`src/hdl/gyri_pkg.sv`:
```
package gyri_pkg;

  // Field layout of the SPI response word.
  localparam int RATE_LSB = 10;
  localparam int RATE_W   = 16;

  // Restoring divider: one quotient bit per step over the 64-bit sum.
  localparam int           DIV_STEPS = 64;
  localparam int           DIV_CNT_W = $clog2(DIV_STEPS + 1);
  localparam logic [63:0]  SIGN64    = 64'h8000_0000_0000_0000;

  localparam logic [31:0] WARM_UP_RESET = 32'd1000000;
  localparam logic [31:0] CAL_END_RESET = 32'd6000000;

  // Configuration register indexes (paddr[2]).
  localparam logic REG_WARM_UP = 1'b0;
  localparam logic REG_CAL_END = 1'b1;

  // Result phase codes.
  localparam logic [1:0] PH_WARM  = 2'd0;
  localparam logic [1:0] PH_CAL   = 2'd1;
  localparam logic [1:0] PH_RUN   = 2'd2;
  localparam logic [1:0] PH_RESET = 2'd3;

  typedef enum logic [3:0] {
    OP_NOP,
    OP_CLEAR,
    OP_MUL_CAL,
    OP_ADD_BIAS,
    OP_DIV_INIT,
    OP_DIV_STEP,
    OP_DIV_DONE,
    OP_RATE,
    OP_MUL_RUN,
    OP_ADD_ANGLE,
    OP_EMIT
  } op_t;

  typedef enum logic [3:0] {
    BR_NEXT,
    BR_ALWAYS,
    BR_IN,
    BR_KIND,
    BR_WARM,
    BR_RUN,
    BR_DEN0,
    BR_DIV,
    BR_OUT
  } br_t;

  typedef logic [3:0] step_t;

  typedef struct packed {
    op_t   op;
    br_t   br;
    step_t target;
  } ctrl_t;

  // Program labels.
  localparam step_t L_IDLE     = 4'd0;
  localparam step_t L_DISPATCH = 4'd1;
  localparam step_t L_CAL      = 4'd4;
  localparam step_t L_DIV      = 4'd7;
  localparam step_t L_RUN      = 4'd9;
  localparam step_t L_CLR      = 4'd14;
  localparam step_t L_EMIT     = 4'd15;

  // Microcode store: one control word per step.
  function automatic ctrl_t ucode(input step_t s);
    ctrl_t c;
    case (s)
      4'd0:  c = '{OP_NOP,       BR_IN,     L_DISPATCH};
      4'd1:  c = '{OP_NOP,       BR_KIND,   L_CLR};
      4'd2:  c = '{OP_NOP,       BR_WARM,   L_EMIT};
      4'd3:  c = '{OP_NOP,       BR_RUN,    L_RUN};
      4'd4:  c = '{OP_MUL_CAL,   BR_NEXT,   L_IDLE};
      4'd5:  c = '{OP_ADD_BIAS,  BR_DEN0,   L_EMIT};
      4'd6:  c = '{OP_DIV_INIT,  BR_NEXT,   L_IDLE};
      4'd7:  c = '{OP_DIV_STEP,  BR_DIV,    L_DIV};
      4'd8:  c = '{OP_DIV_DONE,  BR_ALWAYS, L_EMIT};
      4'd9:  c = '{OP_RATE,      BR_NEXT,   L_IDLE};
      4'd10: c = '{OP_MUL_CAL,   BR_NEXT,   L_IDLE};
      4'd11: c = '{OP_ADD_BIAS,  BR_NEXT,   L_IDLE};
      4'd12: c = '{OP_MUL_RUN,   BR_NEXT,   L_IDLE};
      4'd13: c = '{OP_ADD_ANGLE, BR_ALWAYS, L_EMIT};
      4'd14: c = '{OP_CLEAR,     BR_NEXT,   L_IDLE};
      4'd15: c = '{OP_EMIT,      BR_OUT,    L_IDLE};
      default: c = '{OP_NOP,     BR_ALWAYS, L_IDLE};
    endcase
    return c;
  endfunction

endpackage

```
`src/hdl/gyri_sample_if.sv`:
```
interface gyri_sample_if;
  logic        valid;
  logic        ready;
  logic        kind;
  logic [31:0] response_word;
  logic [31:0] time_us;

  modport source (output valid, kind, response_word, time_us, input ready);
  modport sink (input valid, kind, response_word, time_us, output ready);
endinterface

```
`src/hdl/gyri_result_if.sv`:
```
interface gyri_result_if;
  logic               valid;
  logic               ready;
  logic [1:0]         phase;
  logic signed [32:0] rate_q16;
  logic signed [63:0] angle_acc;
  logic signed [31:0] bias_q16;

  modport source (output valid, phase, rate_q16, angle_acc, bias_q16, input ready);
  modport sink (input valid, phase, rate_q16, angle_acc, bias_q16, output ready);
endinterface

```
`src/hdl/gyro_rate_integrator_with_calibration.sv`:
```
// Channel   Dir  Handshake        Payload
// samples   in   valid/ready      kind, response_word, time_us
// results   out  valid/ready      phase, rate_q16, angle_acc, bias_q16
// apb       in   psel/penable     paddr, pwdata, prdata (pready tied high)
//
// One item is processed at a time by a 16-step microprogram; samples.ready is high
// only at the idle step. A calibrating sample with calibration time elapsed also
// runs the restoring divider, which retires one quotient bit per cycle.
// The result register lets the next sample be taken while a result waits; the
// program stalls at its final step only if the previous result is still held.
// rst is synchronous and returns state and configuration to their reset values.
module gyro_rate_integrator_with_calibration import gyri_pkg::*; (
  input  logic        clk,
  input  logic        rst,
  input  logic        psel,
  input  logic        penable,
  input  logic        pwrite,
  input  logic [2:0]  paddr,
  input  logic [31:0] pwdata,
  output logic [31:0] prdata,
  output logic        pready,
  gyri_sample_if.sink samples,
  gyri_result_if.source results
);

  logic [31:0] warm_up_us;
  logic [31:0] calibrate_end_us;
  logic        cfg_wr;

  step_t step;
  step_t step_next;
  ctrl_t ctrl;

  logic        kind_r;
  logic [15:0] raw_r;
  logic [31:0] t_r;

  logic [31:0]        last_time;
  logic [63:0]        bias_sum;
  logic signed [31:0] bias_value;
  logic [63:0]        angle_sum;
  logic signed [32:0] rate_now;

  logic [63:0] prod;
  logic        prod_neg;

  logic [63:0]          div_q;
  logic [31:0]          div_rem;
  logic [31:0]          div_den;
  logic [DIV_CNT_W-1:0] div_cnt;
  logic                 div_neg;

  logic               out_valid;
  logic [1:0]         out_phase;
  logic signed [32:0] out_rate;
  logic signed [63:0] out_angle;
  logic signed [31:0] out_bias;

  logic        in_fire;
  logic        out_free;
  logic [32:0] dt;
  logic [32:0] dt_neg;
  logic [31:0] dt_mag;
  logic [15:0] raw_mag;
  logic [32:0] raw_q16;
  logic [32:0] rate_calc;
  logic [32:0] rate_mag;
  logic [32:0] mul_a;
  logic [64:0] mul_p;
  logic [63:0] mul_res;
  logic        mul_neg;
  logic [63:0] sat_u;
  logic [64:0] sat_sum;
  logic [64:0] sat_diff;
  logic [63:0] sat_res;
  logic [31:0] den;
  logic [63:0] bias_mag;
  logic [32:0] rem_sh;
  logic        div_ge;
  logic [32:0] rem_sub;
  logic [63:0] q_neg;
  logic [1:0]  phase_calc;

  // Configuration port.
  assign pready = 1'b1;
  assign cfg_wr = psel & penable & pwrite & pready;
  assign prdata = (paddr[2] == REG_CAL_END) ? calibrate_end_us : warm_up_us;

  always_ff @(posedge clk) begin
    if (rst) begin
      warm_up_us       <= WARM_UP_RESET;
      calibrate_end_us <= CAL_END_RESET;
    end else if (cfg_wr) begin
      case (paddr[2])
        REG_WARM_UP: warm_up_us       <= pwdata;
        REG_CAL_END: calibrate_end_us <= pwdata;
        default: ;
      endcase
    end
  end

  assign ctrl          = ucode(step);
  assign samples.ready = (step == L_IDLE);
  assign in_fire       = samples.valid & samples.ready;
  assign out_free      = ~out_valid | results.ready;

  assign results.valid     = out_valid;
  assign results.phase     = out_phase;
  assign results.rate_q16  = out_rate;
  assign results.angle_acc = out_angle;
  assign results.bias_q16  = out_bias;

  // Operand preparation for the shared multiplier.
  assign dt      = {1'b0, t_r} - {1'b0, last_time};
  assign dt_neg  = ~dt + 33'd1;
  assign dt_mag  = dt[32] ? dt_neg[31:0] : dt[31:0];
  assign raw_mag = raw_r[15] ? (~raw_r + 16'd1) : raw_r;
  assign raw_q16 = {raw_r[15], raw_r, 16'b0};
  assign rate_calc = raw_q16 - {bias_value[31], bias_value};
  assign rate_mag  = rate_now[32] ? (~rate_now + 33'd1) : rate_now;

  always_comb begin
    if (ctrl.op == OP_MUL_RUN) begin
      mul_a   = rate_mag;
      mul_neg = rate_now[32] ^ dt[32];
    end else begin
      mul_a   = {17'b0, raw_mag};
      mul_neg = raw_r[15] ^ dt[32];
    end
    mul_p = 65'(mul_a) * 65'(dt_mag);
    // The raw rate is Q16.16, so the calibration product carries 16 zero bits.
    mul_res = (ctrl.op == OP_MUL_RUN) ? mul_p[63:0] : {mul_p[47:0], 16'b0};
  end

  // Saturating accumulate in offset binary, shared by both sums.
  always_comb begin
    sat_u    = ((ctrl.op == OP_ADD_ANGLE) ? angle_sum : bias_sum) ^ SIGN64;
    sat_sum  = {1'b0, sat_u} + {1'b0, prod};
    sat_diff = {1'b0, sat_u} - {1'b0, prod};
    if (prod_neg) begin
      sat_res = (sat_diff[64] ? 64'd0 : sat_diff[63:0]) ^ SIGN64;
    end else begin
      sat_res = (sat_sum[64] ? {64{1'b1}} : sat_sum[63:0]) ^ SIGN64;
    end
  end

  // Divider helpers.
  assign den      = t_r - warm_up_us;
  assign bias_mag = bias_sum[63] ? (~bias_sum + 64'd1) : bias_sum;
  assign rem_sh   = {div_rem, div_q[63]};
  assign div_ge   = (rem_sh >= {1'b0, div_den});
  assign rem_sub  = rem_sh - {1'b0, div_den};
  assign q_neg    = ~div_q + 64'd1;

  always_comb begin
    if (kind_r) begin
      phase_calc = PH_RESET;
    end else if (t_r < warm_up_us) begin
      phase_calc = PH_WARM;
    end else if (t_r < calibrate_end_us) begin
      phase_calc = PH_CAL;
    end else begin
      phase_calc = PH_RUN;
    end
  end

  // Sequencer branch resolution.
  always_comb begin
    case (ctrl.br)
      BR_NEXT:   step_next = step + 4'd1;
      BR_ALWAYS: step_next = ctrl.target;
      BR_IN:     step_next = in_fire ? ctrl.target : step;
      BR_KIND:   step_next = kind_r ? ctrl.target : step + 4'd1;
      BR_WARM:   step_next = (t_r < warm_up_us) ? ctrl.target : step + 4'd1;
      BR_RUN:    step_next = (t_r >= calibrate_end_us) ? ctrl.target : step + 4'd1;
      BR_DEN0:   step_next = (den == 32'd0) ? ctrl.target : step + 4'd1;
      BR_DIV:    step_next = (div_cnt == DIV_CNT_W'(1)) ? step + 4'd1 : ctrl.target;
      BR_OUT:    step_next = out_free ? ctrl.target : step;
      default:   step_next = L_IDLE;
    endcase
  end

  always_ff @(posedge clk) begin
    if (rst) begin
      step       <= L_IDLE;
      out_valid  <= 1'b0;
      div_cnt    <= '0;
      last_time  <= '0;
      bias_sum   <= '0;
      bias_value <= '0;
      angle_sum  <= '0;
      rate_now   <= '0;
    end else begin
      step <= step_next;
      // The emit step loads the result register itself when it is free.
      if (out_valid && results.ready && ctrl.op != OP_EMIT) begin
        out_valid <= 1'b0;
      end
      if (in_fire) begin
        kind_r <= samples.kind;
        raw_r  <= samples.response_word[RATE_LSB +: RATE_W];
        t_r    <= samples.time_us;
      end
      case (ctrl.op)
        OP_CLEAR: begin
          last_time  <= '0;
          bias_sum   <= '0;
          bias_value <= '0;
          angle_sum  <= '0;
          rate_now   <= '0;
        end
        OP_MUL_CAL, OP_MUL_RUN: begin
          prod     <= mul_res;
          prod_neg <= mul_neg;
        end
        OP_ADD_BIAS:  bias_sum  <= sat_res;
        OP_ADD_ANGLE: angle_sum <= sat_res;
        OP_RATE:      rate_now  <= rate_calc;
        OP_DIV_INIT: begin
          div_q   <= bias_mag;
          div_rem <= '0;
          div_den <= den;
          div_neg <= bias_sum[63];
          div_cnt <= DIV_CNT_W'(DIV_STEPS);
        end
        OP_DIV_STEP: begin
          div_rem <= div_ge ? rem_sub[31:0] : rem_sh[31:0];
          div_q   <= {div_q[62:0], div_ge};
          div_cnt <= div_cnt - DIV_CNT_W'(1);
        end
        OP_DIV_DONE: begin
          if (div_neg) begin
            bias_value <= (div_q > 64'h8000_0000) ? 32'sh8000_0000 : q_neg[31:0];
          end else begin
            bias_value <= (div_q > 64'h7FFF_FFFF) ? 32'sh7FFF_FFFF : div_q[31:0];
          end
        end
        OP_EMIT: begin
          if (out_free) begin
            out_valid <= 1'b1;
            out_phase <= phase_calc;
            out_rate  <= rate_now;
            out_angle <= angle_sum;
            out_bias  <= bias_value;
            if (!kind_r) begin
              last_time <= t_r;
            end
          end
        end
        default: ;
      endcase
    end
  end

endmodule

```
`src/flat_wrapper.sv`:
```
// flat-port wrapper written by rule: the top's interface ports become plain ports
module gyro_rate_integrator_with_calibration_flat import gyri_pkg::*;
  (clk, rst, psel, penable, pwrite, paddr, pwdata, prdata, pready, samples_valid, samples_kind, samples_response_word, samples_time_us, samples_ready, results_valid, results_phase, results_rate_q16, results_angle_acc, results_bias_q16, results_ready);
  gyri_sample_if samples_i ();
  gyri_result_if results_i ();
  input  logic clk;
  input  logic rst;
  input  logic psel;
  input  logic penable;
  input  logic pwrite;
  input  logic [2:0] paddr;
  input  logic [31:0] pwdata;
  output logic [31:0] prdata;
  output logic pready;
  input wire logic [$bits(samples_i.valid)-1:0] samples_valid;
  input wire logic [$bits(samples_i.kind)-1:0] samples_kind;
  input wire logic [$bits(samples_i.response_word)-1:0] samples_response_word;
  input wire logic [$bits(samples_i.time_us)-1:0] samples_time_us;
  output wire logic [$bits(samples_i.ready)-1:0] samples_ready;
  output wire logic [$bits(results_i.valid)-1:0] results_valid;
  output wire logic [$bits(results_i.phase)-1:0] results_phase;
  output wire logic [$bits(results_i.rate_q16)-1:0] results_rate_q16;
  output wire logic [$bits(results_i.angle_acc)-1:0] results_angle_acc;
  output wire logic [$bits(results_i.bias_q16)-1:0] results_bias_q16;
  input wire logic [$bits(results_i.ready)-1:0] results_ready;
  assign samples_i.valid = samples_valid;
  assign samples_i.kind = samples_kind;
  assign samples_i.response_word = samples_response_word;
  assign samples_i.time_us = samples_time_us;
  assign samples_ready = samples_i.ready;
  assign results_valid = results_i.valid;
  assign results_phase = results_i.phase;
  assign results_rate_q16 = results_i.rate_q16;
  assign results_angle_acc = results_i.angle_acc;
  assign results_bias_q16 = results_i.bias_q16;
  assign results_i.ready = results_ready;
  gyro_rate_integrator_with_calibration u_core (.clk(clk), .rst(rst), .psel(psel), .penable(penable), .pwrite(pwrite), .paddr(paddr), .pwdata(pwdata), .prdata(prdata), .pready(pready), .samples(samples_i), .results(results_i));
endmodule
```
`config.mk`:
```
export PLATFORM = sky130hd
export DESIGN_NAME = gyro_rate_integrator_with_calibration_flat
export DESIGN_NICKNAME = d
export VERILOG_FILES = /design/src/hdl/gyri_pkg.sv /design/src/hdl/gyri_sample_if.sv /design/src/hdl/gyri_result_if.sv /design/src/hdl/gyro_rate_integrator_with_calibration.sv /design/src/flat_wrapper.sv
export SDC_FILE = /design/constraint.sdc
export NUM_CORES = 2
export LEC_CHECK = 0
export BUFFER_PORTS_ARGS = -buffer_cell sky130_fd_sc_hd__buf_2
export CORE_MARGIN = 8
export CORE_UTILIZATION = 40
export DETAILED_ROUTE_END_ITERATION = 10
export PLACE_DENSITY = 0.56
export SETUP_SLACK_MARGIN = 0.1
export SYNTH_ARGS = -nofsm -noshare
export SYNTH_HDL_FRONTEND = slang
export SYNTH_SLANG_ARGS = --single-unit
```
`constraint.sdc`:
```
create_clock -name clk -period 24.3 [get_ports clk]
set_clock_uncertainty 0.1 [all_clocks]
set_input_delay 1.215 -clock clk [delete_from_list [all_inputs] [get_ports clk]]
set_output_delay 1.215 -clock clk [all_outputs]
set_load 0.01 [all_outputs]
```
==> results.txt <==
Ys Warns: 0
Synth top area share: 0.2391
Total Neg Setup Slack: 0 ns
First-pass GRT wire length: 397400 um
Post-CTS setup buffer count: 0
Slew Limit Headroom: 0.2457
Reg2Reg Capture Point: u_core.prod[62]
Worst Setup Path Type: flip-flop to flip-flop
Core outline area: 194200 um^2
Dominant synthesized flop cell: edfxtp_1
TritonCTS buffer count: 74
I/O pins: 273
Max-cap violations: 0
Max Freq: 0.07455 GHz
Die Height: 457.2 um
Worst reg2reg path depth: 40
Post-synth cell types: 104
Initial antenna violation count: 5
Initial drt markers: 5435
Hold Slack: 0.3540 ns
Critical Path Source Type: flip-flop
Ys async rst share: 0
Critical path's slowest cell: or4b_1
Gr busiest metal: met2
Synth top cells by count: 1575 x nand2_1, 1359 x inv_1, 930 x fa_1
Cells after Synth: 9147
Multi-input logic area: 53930 um^2
Tcrit/Tclk final: 0.5520
Status: finished with violations
CP Max Fanout: 33
GRT overflow: 0
Final worst slack: 10.89 ns
Die footprint: 209000 um^2
Slew @ Worst Pin: 1.124 ns
Cell Count Post-Placement: 11620
Top cells by area, synth: fa_1 24%, edfxtp_1 14%, ha_1 8.8%
Area grow syn2layout: 8.751%
Failing checks: DRC
Critical Path RT: 24.65 ns
Layout Nets: 10740
Syn Nets: 10730
Longest Clk Path Bufs: 3
Post-Place Worst Slack: 11.02 ns
Synthesized area: 77850 um^2
Worst Setup EP: u_core.prod[62]
Vias/cell: 5.570
Clock Root Buffer: clkbuf_16
Clock transition at the registers of the reported paths: 0.06 ns
Post-cts hold buffer count: 0
Final estimated routing congestion in global placement: 0.9315
Crit. Startpoint: u_core.t_r[0]
Tmin final: 13.41 ns
Port Buf Inserts: 253
Area leader, netlist: fa_1
Slew Limit Fails: 0
CTS tree: built
RSZ-0062 raised after global routing: no
Clock latency on the worst-skew pair: 0.68 ns
Min-Delay Path Class: flip-flop to flip-flop
Initial Utilization: 0.4009
Met2 GRT Util: 0.3863
CTS Sinks: 686
CTS H-Tree Depth: 3
Drt wl/cell: 22.08 um
Post-Route WL: 259700 um
DP Wirelength: 201400 um
Layout cells sized above 1: 0.07249
Post-route antenna net violation count: 0
Vias in the first global route: 64910
DR DRC count: 4
DRT Pass-1 Iters: 9
Slowest cell delay on critical path: 0.60 ns
Most frequent CP cell: fa_1
Worst reg-to-reg setup slack: 10.89 ns
Post-synth EDFFs: 374
Via count: 65500
Fill cells: 19360
FF/Latch Area: 17480 um^2
Worst reg2reg startpoint: u_core.t_r[0]
Non-filler cells, final: 11760
Post-synthesis sequential area ratio: 0.2245
Most common cell in the synthesized netlist: nand2_1
Met1 Use GR: 0.3467
Setup crit end kind: flip-flop
Seq cells post-synth: 686
Gates resized, CTS repair: 0
GR Util met3: 0.02739
Setup-failing EPs final: 0
Die W: 457.2 um
Pin count of the biggest net entering global routing: 150
Global Route Usage Sum: 0.2415
Final Hold Viols: 0
Crit path DAT: 13.76 ns
# rows: 162
Average size of a mapped cell: 8.511 um^2
-- logic make-up (layout without fill, tap and decap cells) --
family / after synthesis / count (layout) / share of synthesized area
flops: 686 / 686 / 0.2245
compound gates: 1798 / 1798 / 0.1503
fa+ha+maj: 1475 / 1475 / 0.3267
buf+inv: 1819 / 1887 / 0.08807
mux: 34 / 34 / 0.004420
simple gates: 3039 / 3039 / 0.1725
xor+xnor: 295 / 295 / 0.03346
other cells: 1 / 4 / 0.00004817
-- layout by cell type, fill, tap and decap left out, types with 37 or more instances in the layout --
master,instances
a21oi_1,487
o211ai_1,76
and2_1,148
edfxtp_1,374
dfxtp_1,311
a31oi_1,43
fa_1,930
clkbuf_16,77
xor2_1,151
nand3_1,106
o21ai_0,393
o31ai_1,57
nand2b_1,109
a22oi_1,74
and3_1,46
nor2_1,607
o21a_1,55
a21o_1,141
inv_1,1359
or3_1,53
nor4_1,47
o21bai_1,51
a211oi_1,42
nor2b_1,46
ha_1,545
xnor2_1,118
nand2_1,1573
buf_4,131
buf_2,252
nor3_1,122
nand4_1,37
-- layout make-up --
type,instances,area share
Multi-Input combinational cell,6642,0.6369
Sequential cell,686,0.2064
Inverter,1363,0.06043
Tap cell,2542,0.03757
Timing Repair Buffer,386,0.02716
Clock buffer,93,0.02434
Clock inverter,45,0.007064
Antenna cell,3,0.00008867
-- sequential cells by signal, summed over array words and instances (netlist names), 33 cells and up --
name,flops
u_core.prod,64
u_core.angle_sum,64
u_core.bias_sum,64
u_core.div_q,64
u_core.rate_now,33
u_core.results.angle_acc,64
u_core.results.rate_q16,33
-- worst min path at each step --
stage,cells past startpoint,to,from
detailed placement,2,u_core.warm_up_us[11],u_core.warm_up_us[11]
finish,2,u_core.warm_up_us[11],u_core.warm_up_us[11]
floorplan,0,u_core.results.rate_q16[32],u_core.rate_now[32]
CTS,2,u_core.warm_up_us[11],u_core.warm_up_us[11]
global route,2,u_core.warm_up_us[12],u_core.warm_up_us[12]
global placement,2,u_core.warm_up_us[26],u_core.warm_up_us[26]
-- routing by layer --
metal  wire length [um]  share of wire  vias up
met3              16260          0.063      368
met5                  0              0        -
met1             118500           0.46    32960
met4               8068          0.031        0
met2             116800           0.45     2138
li1                   -              -    30040
-- per-stage QoR --
stage	cell area, um^2	util
2_1_floorplan	77850	-
3_3_place_gp	82000	0.4223
3_5_place_dp	82000	0.4223
4_1_cts	84660	0.4360
5_1_grt	84660	0.4360
6_report	84670	0.4360
-- worst max-delay path, delay by kind of cell, from the launching register on --
kind / cells / cell delay (ns)
flip-flops: 1 / 0.38
buffers and inverters: 3 / 0.69
adder cells (fa/ha/maj): 11 / 4.80
AND/OR/NAND/NOR: 9 / 2.28
AO/OA/AOI/OAI: 14 / 4.11
XOR/XNOR: 2 / 0.65
multiplexers: 1 / 0.10
Power is not shown: default switching activity piles up to over one toggle a cycle in this logic, so the estimate is an artifact.
